## src/rtl/core/tsas_pkg.sv

```systemverilog
// shared constants and control types for the touch sample averaging block
package tsas_pkg;

    localparam int SAMPLES_DEFAULT = 16;
    localparam int SAMPLE_W        = 16;
    localparam int POS_W           = 12;
    localparam int PROD_W          = SAMPLE_W + POS_W;
    localparam int ADDR_W          = 5;
    localparam int DATA_W          = 32;
    localparam int REG_IDX_W       = 3;

    localparam logic [REG_IDX_W-1:0] REG_RAW_X_MIN     = 3'd0;
    localparam logic [REG_IDX_W-1:0] REG_RAW_X_MAX     = 3'd1;
    localparam logic [REG_IDX_W-1:0] REG_RAW_Y_MIN     = 3'd2;
    localparam logic [REG_IDX_W-1:0] REG_RAW_Y_MAX     = 3'd3;
    localparam logic [REG_IDX_W-1:0] REG_SCREEN_WIDTH  = 3'd4;
    localparam logic [REG_IDX_W-1:0] REG_SCREEN_HEIGHT = 3'd5;

    localparam logic [SAMPLE_W-1:0] RAW_MIN_RESET       = 16'd0;
    localparam logic [SAMPLE_W-1:0] RAW_MAX_RESET       = 16'hFFFF;
    localparam logic [POS_W-1:0]    SCREEN_WIDTH_RESET  = 12'd320;
    localparam logic [POS_W-1:0]    SCREEN_HEIGHT_RESET = 12'd240;

    // commands from the controller to the datapath
    typedef struct packed {
        logic accum;     // add the accepted sample pair
        logic clear_up;  // pen lifted: clear run, load a not-touched result
        logic div_start; // launch both divider lanes
        logic div_avg;   // form the averages by reciprocal multiplication
        logic cap_avg;   // clamp the averages and take the offsets
        logic mul;       // offset times screen size
        logic load_fin;  // load the touched result, clear the run
    } tsas_cmd_t;

    typedef struct packed {
        logic last;      // next accumulated pair completes the run
        logic div_done;  // divider lanes finished this cycle
    } tsas_status_t;

endpackage

```

## src/rtl/core/tsas_div.sv

```systemverilog
// unsigned restoring divider, one quotient bit per cycle
module tsas_div #(
    parameter int NUM_W = 28,
    parameter int DEN_W = 16
) (
    input  logic             clk,
    input  logic             rst_n,
    input  logic             start,
    input  logic [NUM_W-1:0] num,
    input  logic [DEN_W-1:0] den,
    output logic             done,
    output logic [NUM_W-1:0] quo
);

    localparam int CNT_W = $clog2(NUM_W + 1);

    logic [DEN_W-1:0] rem_reg, rem_next;
    logic [NUM_W-1:0] quo_reg, quo_next;
    logic [DEN_W-1:0] den_reg;
    logic [CNT_W-1:0] cnt_reg, cnt_next;
    logic             done_reg, done_next;
    logic [DEN_W:0]   trial;
    logic [DEN_W:0]   diff;
    logic             ge;

    always_comb
    begin
        trial = {rem_reg, quo_reg[NUM_W-1]};
        diff  = trial - {1'b0, den_reg};
        ge    = (trial >= {1'b0, den_reg});
        rem_next  = rem_reg;
        quo_next  = quo_reg;
        cnt_next  = cnt_reg;
        done_next = 1'b0;
        if (start)
        begin
            rem_next = '0;
            quo_next = num;
            cnt_next = CNT_W'(NUM_W);
        end
        else if (cnt_reg != '0)
        begin
            rem_next  = ge ? diff[DEN_W-1:0] : trial[DEN_W-1:0];
            quo_next  = {quo_reg[NUM_W-2:0], ge};
            cnt_next  = cnt_reg - 1'b1;
            done_next = (cnt_reg == CNT_W'(1));
        end
    end

    always_ff @(posedge clk or negedge rst_n)
    begin
        if (!rst_n)
        begin
            cnt_reg  <= '0;
            done_reg <= 1'b0;
        end
        else
        begin
            cnt_reg  <= cnt_next;
            done_reg <= done_next;
        end
    end

    always_ff @(posedge clk)
    begin
        rem_reg <= rem_next;
        quo_reg <= quo_next;
        if (start)
        begin
            den_reg <= den;
        end
    end

    assign done = done_reg;
    assign quo  = quo_reg;

endmodule

```

## src/rtl/core/tsas_datapath.sv

```systemverilog
// accumulators, clamp, scale multipliers and divider lanes for both axes
module tsas_datapath #(
    parameter int SAMPLES = tsas_pkg::SAMPLES_DEFAULT
) (
    input  logic                          clk,
    input  logic                          rst_n,
    input  tsas_pkg::tsas_cmd_t           cmd,
    output tsas_pkg::tsas_status_t        status,
    input  logic [tsas_pkg::SAMPLE_W-1:0] sample_x,
    input  logic [tsas_pkg::SAMPLE_W-1:0] sample_y,
    input  logic [tsas_pkg::SAMPLE_W-1:0] raw_x_min,
    input  logic [tsas_pkg::SAMPLE_W-1:0] raw_x_max,
    input  logic [tsas_pkg::SAMPLE_W-1:0] raw_y_min,
    input  logic [tsas_pkg::SAMPLE_W-1:0] raw_y_max,
    input  logic [tsas_pkg::POS_W-1:0]    screen_width,
    input  logic [tsas_pkg::POS_W-1:0]    screen_height,
    output logic                          touched,
    output logic [tsas_pkg::POS_W-1:0]    pos_x,
    output logic [tsas_pkg::POS_W-1:0]    pos_y
);

    import tsas_pkg::*;

    localparam int SUM_W = SAMPLE_W + $clog2(SAMPLES);
    localparam int CNT_W = $clog2(SAMPLES);

    // average by a constant: multiply by the rounded-up reciprocal, then shift;
    // exact for every sum below 2**SUM_W
    localparam int RCP_SH = SUM_W + $clog2(SAMPLES);
    localparam int RCP_W  = SUM_W + 1;
    localparam int RCP_PW = SUM_W + RCP_W;
    localparam logic [RCP_W-1:0] RCP_MUL =
        RCP_W'(((64'd1 << RCP_SH) + 64'(SAMPLES) - 64'd1) / 64'(SAMPLES));

    logic [SUM_W-1:0]    sum_x_reg, sum_x_next;
    logic [SUM_W-1:0]    sum_y_reg, sum_y_next;
    logic [CNT_W-1:0]    cnt_reg, cnt_next;
    logic [SAMPLE_W-1:0] avg_x_reg, avg_y_reg;
    logic [SAMPLE_W-1:0] diff_x_reg, diff_y_reg;
    logic [PROD_W-1:0]   prod_x_reg, prod_y_reg;
    logic                touched_reg;
    logic [POS_W-1:0]    pos_x_reg, pos_y_reg;

    logic [RCP_PW-1:0]   rcp_x, rcp_y;
    logic [PROD_W-1:0]   quo_x, quo_y;
    logic [SAMPLE_W-1:0] den_x, den_y;
    logic                done_x, done_y;
    logic [SAMPLE_W-1:0] lo_x, lo_y, cl_x, cl_y;
    logic                zero_span_x, zero_span_y;

    // accumulators and run counter
    always_comb
    begin
        sum_x_next = sum_x_reg;
        sum_y_next = sum_y_reg;
        cnt_next   = cnt_reg;
        if (cmd.clear_up || cmd.load_fin)
        begin
            sum_x_next = '0;
            sum_y_next = '0;
            cnt_next   = '0;
        end
        else if (cmd.accum)
        begin
            sum_x_next = sum_x_reg + SUM_W'(sample_x);
            sum_y_next = sum_y_reg + SUM_W'(sample_y);
            cnt_next   = status.last ? '0 : cnt_reg + 1'b1;
        end
    end

    assign status.last     = (cnt_reg == CNT_W'(SAMPLES - 1));
    assign status.div_done = done_x && done_y;

    always_ff @(posedge clk or negedge rst_n)
    begin
        if (!rst_n)
        begin
            sum_x_reg <= '0;
            sum_y_reg <= '0;
            cnt_reg   <= '0;
        end
        else
        begin
            sum_x_reg <= sum_x_next;
            sum_y_reg <= sum_y_next;
            cnt_reg   <= cnt_next;
        end
    end

    // averages and divider operands for the scaling
    always_comb
    begin
        rcp_x = RCP_PW'(sum_x_reg) * RCP_PW'(RCP_MUL);
        rcp_y = RCP_PW'(sum_y_reg) * RCP_PW'(RCP_MUL);
        den_x = raw_x_max - raw_x_min;
        den_y = raw_y_max - raw_y_min;
    end

    tsas_div #(
        .NUM_W (PROD_W),
        .DEN_W (SAMPLE_W)
    ) u_div_x (
        .clk   (clk),
        .rst_n (rst_n),
        .start (cmd.div_start),
        .num   (prod_x_reg),
        .den   (den_x),
        .done  (done_x),
        .quo   (quo_x)
    );

    tsas_div #(
        .NUM_W (PROD_W),
        .DEN_W (SAMPLE_W)
    ) u_div_y (
        .clk   (clk),
        .rst_n (rst_n),
        .start (cmd.div_start),
        .num   (prod_y_reg),
        .den   (den_y),
        .done  (done_y),
        .quo   (quo_y)
    );

    // raise to min, then lower to max
    always_comb
    begin
        lo_x  = (avg_x_reg < raw_x_min) ? raw_x_min : avg_x_reg;
        lo_y  = (avg_y_reg < raw_y_min) ? raw_y_min : avg_y_reg;
        cl_x  = (lo_x > raw_x_max) ? raw_x_max : lo_x;
        cl_y  = (lo_y > raw_y_max) ? raw_y_max : lo_y;
        zero_span_x = (raw_x_max <= raw_x_min);
        zero_span_y = (raw_y_max <= raw_y_min);
    end

    always_ff @(posedge clk)
    begin
        if (cmd.div_avg)
        begin
            avg_x_reg <= rcp_x[RCP_SH +: SAMPLE_W];
            avg_y_reg <= rcp_y[RCP_SH +: SAMPLE_W];
        end
        if (cmd.cap_avg)
        begin
            diff_x_reg <= cl_x - raw_x_min;
            diff_y_reg <= cl_y - raw_y_min;
        end
        if (cmd.mul)
        begin
            prod_x_reg <= PROD_W'(diff_x_reg) * PROD_W'(screen_width);
            prod_y_reg <= PROD_W'(diff_y_reg) * PROD_W'(screen_height);
        end
        if (cmd.clear_up)
        begin
            touched_reg <= 1'b0;
            pos_x_reg   <= '0;
            pos_y_reg   <= '0;
        end
        else if (cmd.load_fin)
        begin
            touched_reg <= 1'b1;
            pos_x_reg   <= zero_span_x ? '0 : quo_x[POS_W-1:0];
            pos_y_reg   <= zero_span_y ? '0 : quo_y[POS_W-1:0];
        end
    end

    assign touched = touched_reg;
    assign pos_x   = pos_x_reg;
    assign pos_y   = pos_y_reg;

endmodule

```

## src/rtl/core/tsas_ctrl.sv

```systemverilog
// sequencing state machine and output valid for the touch averaging block
module tsas_ctrl (
    input  logic                   clk,
    input  logic                   rst_n,
    input  logic                   in_valid,
    output logic                   in_ready,
    input  logic                   pen_down,
    output logic                   out_valid,
    input  logic                   out_ready,
    output tsas_pkg::tsas_cmd_t    cmd,
    input  tsas_pkg::tsas_status_t status
);

    import tsas_pkg::*;

    localparam logic [2:0] ST_IDLE      = 3'd0;
    localparam logic [2:0] ST_AVG       = 3'd1;
    localparam logic [2:0] ST_CLAMP     = 3'd2;
    localparam logic [2:0] ST_MUL       = 3'd3;
    localparam logic [2:0] ST_SCL_START = 3'd4;
    localparam logic [2:0] ST_SCL_WAIT  = 3'd5;
    localparam logic [2:0] ST_FIN       = 3'd6;

    logic [2:0] state_reg, state_next;
    logic       out_valid_reg, out_valid_next;
    logic       out_free;
    logic       in_take;

    always_comb
    begin
        out_free = !out_valid_reg || out_ready;
        in_ready = (state_reg == ST_IDLE) && out_free;
        in_take  = in_valid && in_ready;

        cmd            = '0;
        cmd.accum      = in_take && pen_down;
        cmd.clear_up   = in_take && !pen_down;
        state_next     = state_reg;

        case (state_reg)
            ST_IDLE:
            begin
                if (in_take && pen_down && status.last)
                begin
                    state_next = ST_AVG;
                end
            end
            ST_AVG:
            begin
                cmd.div_avg = 1'b1;
                state_next  = ST_CLAMP;
            end
            ST_CLAMP:
            begin
                cmd.cap_avg = 1'b1;
                state_next  = ST_MUL;
            end
            ST_MUL:
            begin
                cmd.mul    = 1'b1;
                state_next = ST_SCL_START;
            end
            ST_SCL_START:
            begin
                cmd.div_start = 1'b1;
                state_next    = ST_SCL_WAIT;
            end
            ST_SCL_WAIT:
            begin
                if (status.div_done)
                begin
                    state_next = ST_FIN;
                end
            end
            ST_FIN:
            begin
                // quotient holds in the divider until the output slot frees
                if (out_free)
                begin
                    cmd.load_fin = 1'b1;
                    state_next   = ST_IDLE;
                end
            end
            default:
            begin
                state_next = ST_IDLE;
            end
        endcase

        if (cmd.load_fin || cmd.clear_up)
        begin
            out_valid_next = 1'b1;
        end
        else if (out_ready)
        begin
            out_valid_next = 1'b0;
        end
        else
        begin
            out_valid_next = out_valid_reg;
        end
    end

    always_ff @(posedge clk or negedge rst_n)
    begin
        if (!rst_n)
        begin
            state_reg     <= ST_IDLE;
            out_valid_reg <= 1'b0;
        end
        else
        begin
            state_reg     <= state_next;
            out_valid_reg <= out_valid_next;
        end
    end

    assign out_valid = out_valid_reg;

endmodule

```

## src/rtl/core/touch_sample_average_scale.sv

```systemverilog
// top level: calibration registers, controller and datapath of the touch averaging block
//
// channel   direction  handshake               payload
// input     in         in_valid / in_ready     pen_down, sample_x, sample_y
// output    out        out_valid / out_ready   touched, pos_x, pos_y
// config    in         psel/penable/pwrite     paddr, pwdata, prdata (pready tied high)
//
// an item that only adds to the run is taken without holding the input off; a pen-up item
// is taken the same way and loads its result at once. the item that completes a run holds
// the input off while the block averages, clamps, multiplies, starts the divider, waits on the
// bit-serial divider lanes that form the scaled coordinate, and loads the result.
// reset clears the run and the output valid and restores the calibration registers.
// input ready drops while a run is being computed or a result waits unread.
module touch_sample_average_scale #(
    parameter int SAMPLES = tsas_pkg::SAMPLES_DEFAULT
) (
    input  logic                          clk,
    input  logic                          rst_n,
    input  logic                          in_valid,
    output logic                          in_ready,
    input  logic                          pen_down,
    input  logic [tsas_pkg::SAMPLE_W-1:0] sample_x,
    input  logic [tsas_pkg::SAMPLE_W-1:0] sample_y,
    output logic                          out_valid,
    input  logic                          out_ready,
    output logic                          touched,
    output logic [tsas_pkg::POS_W-1:0]    pos_x,
    output logic [tsas_pkg::POS_W-1:0]    pos_y,
    input  logic                          psel,
    input  logic                          penable,
    input  logic                          pwrite,
    input  logic [tsas_pkg::ADDR_W-1:0]   paddr,
    input  logic [tsas_pkg::DATA_W-1:0]   pwdata,
    output logic [tsas_pkg::DATA_W-1:0]   prdata,
    output logic                          pready
);

    import tsas_pkg::*;

    logic [SAMPLE_W-1:0]  raw_x_min_reg, raw_x_max_reg, raw_y_min_reg, raw_y_max_reg;
    logic [POS_W-1:0]     screen_width_reg, screen_height_reg;
    logic [REG_IDX_W-1:0] reg_idx;
    logic                 wr_en;
    tsas_cmd_t            cmd;
    tsas_status_t         status;

    assign pready  = 1'b1;
    assign reg_idx = paddr[ADDR_W-1:2];
    assign wr_en   = psel && penable && pwrite && pready;

    always_ff @(posedge clk or negedge rst_n)
    begin
        if (!rst_n)
        begin
            raw_x_min_reg     <= RAW_MIN_RESET;
            raw_x_max_reg     <= RAW_MAX_RESET;
            raw_y_min_reg     <= RAW_MIN_RESET;
            raw_y_max_reg     <= RAW_MAX_RESET;
            screen_width_reg  <= SCREEN_WIDTH_RESET;
            screen_height_reg <= SCREEN_HEIGHT_RESET;
        end
        else if (wr_en)
        begin
            case (reg_idx)
                REG_RAW_X_MIN:     raw_x_min_reg     <= pwdata[SAMPLE_W-1:0];
                REG_RAW_X_MAX:     raw_x_max_reg     <= pwdata[SAMPLE_W-1:0];
                REG_RAW_Y_MIN:     raw_y_min_reg     <= pwdata[SAMPLE_W-1:0];
                REG_RAW_Y_MAX:     raw_y_max_reg     <= pwdata[SAMPLE_W-1:0];
                REG_SCREEN_WIDTH:  screen_width_reg  <= pwdata[POS_W-1:0];
                REG_SCREEN_HEIGHT: screen_height_reg <= pwdata[POS_W-1:0];
                default:           ;
            endcase
        end
    end

    always_comb
    begin
        case (reg_idx)
            REG_RAW_X_MIN:     prdata = DATA_W'(raw_x_min_reg);
            REG_RAW_X_MAX:     prdata = DATA_W'(raw_x_max_reg);
            REG_RAW_Y_MIN:     prdata = DATA_W'(raw_y_min_reg);
            REG_RAW_Y_MAX:     prdata = DATA_W'(raw_y_max_reg);
            REG_SCREEN_WIDTH:  prdata = DATA_W'(screen_width_reg);
            REG_SCREEN_HEIGHT: prdata = DATA_W'(screen_height_reg);
            default:           prdata = '0;
        endcase
    end

    tsas_ctrl u_ctrl (
        .clk       (clk),
        .rst_n     (rst_n),
        .in_valid  (in_valid),
        .in_ready  (in_ready),
        .pen_down  (pen_down),
        .out_valid (out_valid),
        .out_ready (out_ready),
        .cmd       (cmd),
        .status    (status)
    );

    tsas_datapath #(
        .SAMPLES (SAMPLES)
    ) u_datapath (
        .clk           (clk),
        .rst_n         (rst_n),
        .cmd           (cmd),
        .status        (status),
        .sample_x      (sample_x),
        .sample_y      (sample_y),
        .raw_x_min     (raw_x_min_reg),
        .raw_x_max     (raw_x_max_reg),
        .raw_y_min     (raw_y_min_reg),
        .raw_y_max     (raw_y_max_reg),
        .screen_width  (screen_width_reg),
        .screen_height (screen_height_reg),
        .touched       (touched),
        .pos_x         (pos_x),
        .pos_y         (pos_y)
    );

endmodule
```

## config.mk

```make
export PLATFORM = sky130hd
export DESIGN_NAME = touch_sample_average_scale
export DESIGN_NICKNAME = d
export VERILOG_FILES = /design/src/rtl/core/tsas_pkg.sv /design/src/rtl/core/tsas_div.sv /design/src/rtl/core/tsas_datapath.sv /design/src/rtl/core/tsas_ctrl.sv /design/src/rtl/core/touch_sample_average_scale.sv
export SDC_FILE = /design/constraint.sdc
export NUM_CORES = 2
export LEC_CHECK = 0
export ABC_AREA = 1
export BUFFER_PORTS_ARGS = -buffer_cell sky130_fd_sc_hd__buf_2
export CAP_MARGIN = 5
export CORE_MARGIN = 2
export CORE_UTILIZATION = 30
export CTS_BUF_LIST = sky130_fd_sc_hd__clkbuf_4
export CTS_CLUSTER_DIAMETER = 60
export DETAILED_ROUTE_END_ITERATION = 6
export PLACE_DENSITY = 0.51
export RECOVER_POWER = 50
export SYNTH_ARGS = -nofsm -noshare
export SYNTH_HDL_FRONTEND = slang
export SYNTH_SLANG_ARGS = --single-unit
```

## constraint.sdc

```tcl
create_clock -name clk -period 11.3 [get_ports clk]
set_input_delay 2.825 -clock clk [delete_from_list [all_inputs] [get_ports clk]]
set_output_delay 2.825 -clock clk [all_outputs]
set_load 0.01 [all_outputs]
```

Word-level counts from Yosys, hierarchy flattened
Cells that the tools add are included.
{"block": "totals", "reg_bits": 413, "input_bits": 77, "output_inout_bits": 60, "wordCells": 135}
{"block": "op_classes", "add_sub_neg": 11, "mul": 2, "n_lt_le_gt_ge": 8, "n_eq_ne": 17, "n_mux": 40, "n_reduce_logical": 27}
{"cell": "$mux 28", "count": 4}
{"cell": "$mux 16", "count": 6}
{"cell": "$pmux 16 s6", "count": 1}
{"cell": "$sub 16x16->16", "count": 6}
{"cell": "$mux 20", "count": 4}
{"cell": "$mul 16x12->28", "count": 2}
{"cell": "$add 20x16->20", "count": 2}
{"cell": "$ge 17x16->1", "count": 2}
{"cell": "$gt 16x16->1", "count": 2}
{"cell": "$le 16x16->1", "count": 2}
{"cell": "$lt 16x16->1", "count": 2}
{"cell": "$mux 12", "count": 2}
{"cell": "$pmux 3 s7", "count": 1}
{"cell": "$mux 5", "count": 4}
{"cell": "$eq 3x3->1 const B", "count": 5}
{"cell": "$eq 3x2->1 const B", "count": 4}
{"cell": "$mux 1", "count": 12}
{"cell": "$mux 4", "count": 3}
{"cell": "$reduce_and 2->1", "count": 6}
{"cell": "$eq 5x1->1 const B", "count": 2}
{"cell": "$reduce_bool 5->1", "count": 2}
{"cell": "$sub 5x1->5 const B", "count": 2}
{"cell": "$mux 3", "count": 3}
{"cell": "$logic_and 1x1->1", "count": 8}
{"cell": "other kinds (10)", "count": 18}

Longest topological paths before layout
{"block": "depth", "word_depth": 8, "depth_mapped": 36, "ltp_nobuf": 35}

By module
Synthesis repeated with hierarchy kept, for this count alone.
{"block": "hier_totals", "hier_cells": 4744, "hier_area_um2": 37719.9}
{"mod": "tsas_datapath", "instances": 1, "cells_per_inst": 3152, "area_each_um2": 25236.7, "seq_area_each_um2": 5205.0}
{"mod": "tsas_div", "instances": 2, "cells_per_inst": 496, "area_each_um2": 3872.5, "seq_area_each_um2": 1791.7}
{"mod": "touch_sample_average_scale", "instances": 1, "cells_per_inst": 554, "area_each_um2": 4415.5, "seq_area_each_um2": 2249.7}
{"mod": "tsas_ctrl", "instances": 1, "cells_per_inst": 46, "area_each_um2": 322.8, "seq_area_each_um2": 100.1}

Worst setup path before layout
No wires, ideal clock.
{"block": "synth_timing", "kind": "input port to output port", "start": "input paddr[4] in the netlist's numbering", "end": "output prdata[10] in the netlist's numbering", "arrival_time_ns": 3.765, "required_ns": 8.475, "setup_slack_ns": 4.710, "path_stages": 6, "n_path_buf": 1, "path_cell_list": "nor3_1 clkbuf_1 inv_1 o21ai_0 nor2_1 o221ai_1"}
{"block": "synth_via", "elab_chain_cells": 2, "word_cells_on_any_way": 7, "cone_classes": "5 x eq/ne; 1 x mux; 1 x reduce/logical"}
{"item": "start, declared", "line_no": "touch_sample_average_scale.sv:32", "rtl": "input logic [tsas_pkg::ADDR_W-1:0] paddr,"}
{"item": "$eq 3x3->1, or another cell as far along", "line_no": "touch_sample_average_scale.sv:78", "rtl": "case (reg_idx)"}
{"item": "$pmux 16 s6 (*)", "line_no": "touch_sample_average_scale.sv:78"}
{"item": "end, declared", "line_no": "touch_sample_average_scale.sv:34", "rtl": "output logic [tsas_pkg::DATA_W-1:0] prdata,"}
Mark *: on every way between the ends. The rest lies on a longest branch, timed or not.

Worst setup path after layout
{"block": "layout_timing", "start": "input paddr[4] in the netlist's numbering", "end": "output prdata[1] in the netlist's numbering"}
Same word-level chain as after synthesis.

==> impl_results.md <==
- Status: finished with violations
- Failing checks: design-rule violations, max-capacitance violations, max-slew violations
- Initial DRC count: 2,003
- Count of pins over their slew limit: 322
- Pin count of the biggest net entering global routing: 79
- Switching Fraction: 0.493
- Post-Syn Instances: 4,426
- Detailed Place HPWL: 76.2 mm
- Vias post-DR: 28,800
- Clk sinks: 413
- Required @ worst endpoint: 8480 ps
- Vias in the first global route: 28,800
- Synth unique cells: 60
- Port Buffers: 101
- Critical Path AT: 4550 ps
- Seq pwr share: 0.212
- DR WL/cell: 15.8 um
- Class of the worst hold path: reg2reg
- Die Height: 352 um
- Mean Syn Cell Area: 8.22 um^2
- WL final: 98.3 mm
- Crit path from: paddr[4]
- Post-Synth XOR/XNOR Area: 0.0308
- Static Leak: 19.8 nW
- Tcrit/Tclk final: 0.653
- Post-Syn Area: 36,400 um^2
- Drt pass-1 iters: 7
- FF-to-FF Start: raw_y_min_reg[1]
- H-tree level count: 3
- Final hold vios: 0
- Max FO, Critical Path: 12
- Largest family of logic cells by synthesized area: adder cells
- PostCTS Resize Cnt: 0
- Root Driver: clkbuf_4
- Number of synthesized register bits: 413
- Number of antenna violations at the first check in global routing: 14
- Die width: 352 um
- GP Congestion: 0.896
- DRC errors left: 6
- Number of synthesized flops with an enable pin: 208
- TritonCTS clock tree: yes
- Maxcap violations: 7
- Clk pwr share: 0.112
- Synth Area in Adders: 0.271
- Worst Reg-to-Reg Cells: 31
- Synth warn: 0
- Final Cell Area: 39,700 um^2
- Vias per std cell: 4.63
- Area Growth Syn to Fin: 9.19%
- Net switching power: 6.07 mW
- Reg2Reg Setup Slack: 4840 ps
- Synth Area in Compound Gates: 0.103
- Core area: 120,000 um^2
- Post-synthesis sequential area ratio: 0.306
- Num rows: 127
- CTS clk-pin slew, worst paths: 60 ps
- Area of the die: 124,000 um^2
- Maximum VDD drop: 0.288 mV
- Simple logic cell fraction of the synthesized area: 0.188
- R2R Path End: u_datapath.diff_y_reg[12]
- Setup TNS: 0 ps
- Initial Util: 0.303
- Clk buf depth: 3
- Final setup vio count: 0
- CTS buffer count: 111
- GR Overflow Total: 0
- Dpl cell area: 38,300 um^2
- Share of cells above drive strength 1: 0.0821
- Startpoint types: primary input
- Global-route wire length before repair: 156 mm
- Power consumption: 12.3 mW
- Path type of the worst setup path: in2out
- Fin nets: 5,196
- Postcts setup bufs: 0
- Pwr/cell area: 310 nW/um^2
- # hold bufs at CTS: 0
- Skew final: 76.9 ps
- Int Pwr: 6.25 mW
- Min cycle time layout: 7370 ps
- Gr usage total: 0.158
- Clock latency on the worst-skew pair: 970 ps
- Comb pwr share: 0.676
- Mux cell area share after synthesis: 0
- Rel. slew slack: -1.92
- Crit path to: prdata[1]
- I/O pin cnt: 137
- Primary FF master, synth: edfxtp_1
- Crit. End Element: output pin
- FMAX: 136 MHz
- Antenna Nets Post-Route: 0
- RSZ-0062 raised after global routing: no
- Worst-Margin Slew: 4370 ps
- Synth async-reset ratio: 0.358
## cells in the final DEF, fill, tap and decap left out, types with 36 or more instances in the layout
cell,n
buf_2,100
dfxtp_1,57
nor2_1,183
inv_1,759
nand2_1,1224
nor3_1,38
o21ai_0,292
dfstp_2,36
edfxtp_1,208
ha_1,327
clkbuf_4,170
a21oi_1,193
dfrtp_1,110
xor2_1,77
xnor2_1,51
fa_1,288
nand3_1,150
## final cells by class
class                   count  area [um^2]
inverters                 765         2880
well taps                1612         2020
diodes                      4         10.0
fillers                 12900        80400
clock inverters            41          205
repair buffers            117          591
flip-flops and latches    413        11100
multi-input cells        3096        21600
clock buffers             170         1280
## layer usage
| metal | wire (um) | track usage |
|---|---|---|
| met1 | 45000 | 0.209 |
| met2 | 44500 | 0.258 |
| met3 | 6040 | 0.0318 |
| met4 | 2730 | 0.0541 |
| met5 | 81 | 0 |
## cell families after synthesis
kind of cell	count (synthesis)
adder cells (fa/ha/maj)	615
other	2
AND/OR/NAND/NOR	1674
XOR/XNOR	128
AO/OA/AOI/OAI	662
flip-flops	413
buffers and inverters	932
## critical path: stages
cell,delay [ps]
buf_2,140
inv_1,50
nand2_1,370
inv_1,240
a221oi_1,330
o221ai_1,340
buf_2,250
## synthesized netlist by cell type, types with 10 or more instances
| cell | number | share of area |
|---|---|---|
| o221ai_1 | 11 | 0.0026 |
| nand3b_1 | 15 | 0.0031 |
| ha_1 | 327 | 0.11 |
| nand2_1 | 1223 | 0.13 |
| xor2_1 | 77 | 0.019 |
| o21bai_1 | 25 | 0.0052 |
| a31oi_1 | 20 | 0.0034 |
| nand3_1 | 150 | 0.021 |
| nor2_2 | 14 | 0.0024 |
| edfxtp_1 | 208 | 0.17 |
| o21ai_0 | 279 | 0.038 |
| nand4_1 | 24 | 0.0041 |
| dfstp_2 | 38 | 0.027 |
| a21boi_0 | 10 | 0.0021 |
| a21o_1 | 15 | 0.0031 |
| inv_1 | 760 | 0.078 |
| nand2_2 | 10 | 0.0017 |
| xnor2_1 | 51 | 0.012 |
| dfxtp_1 | 57 | 0.031 |
| a21oi_1 | 193 | 0.027 |
| clkbuf_1 | 119 | 0.012 |
| dfrtp_1 | 110 | 0.076 |
| buf_4 | 18 | 0.0037 |
| nor3_1 | 36 | 0.0050 |
| buf_2 | 18 | 0.0025 |
| o21ai_1 | 27 | 0.0037 |
| fa_1 | 288 | 0.16 |
| o22ai_1 | 11 | 0.0019 |
| nor2_1 | 181 | 0.019 |
## worst min-delay path by stage
stage / start / to / slack (ps) / cells after the start
5_1_grt: u_datapath.pos_y[1] / u_datapath.pos_y[1] / 470 / 2
6_report: u_datapath.pos_x[10] / u_datapath.pos_x[10] / 450 / 2
2_1_floorplan: u_datapath.u_div_x.rem_reg[11] / u_datapath.u_div_x.rem_reg[11] / 440 / 2
3_5_place_dp: u_datapath.pos_y[7] / u_datapath.pos_y[7] / 440 / 2
4_1_cts: u_datapath.pos_y[1] / u_datapath.pos_y[1] / 450 / 2
3_3_place_gp: u_datapath.pos_y[3] / u_datapath.pos_y[3] / 430 / 2
## through the flow
step           instances   util  setup WS, ps  hold WS [ps]
6_report            6218  0.331          3930           449
2_1_floorplan       4441      -          4710           443
3_3_place_gp        6003  0.319          4050           433
3_5_place_dp        6003  0.319          4040           441
5_1_grt             6216  0.331          3850           470
4_1_cts             6214  0.331          4030           454
## power by group through the flow
stage                     registers, mW  clock network, mW  logic [mW]
after detailed placement           2.64                  0        8.36
after global placement             2.64                  0        8.31
after CTS                          2.61               1.45        8.42
final                              2.61               1.38        8.33
after global routing               2.65               1.52        9.66
after floorplan                    2.44                  0        6.63
Note: power is estimated with default switching activity, not from simulation.
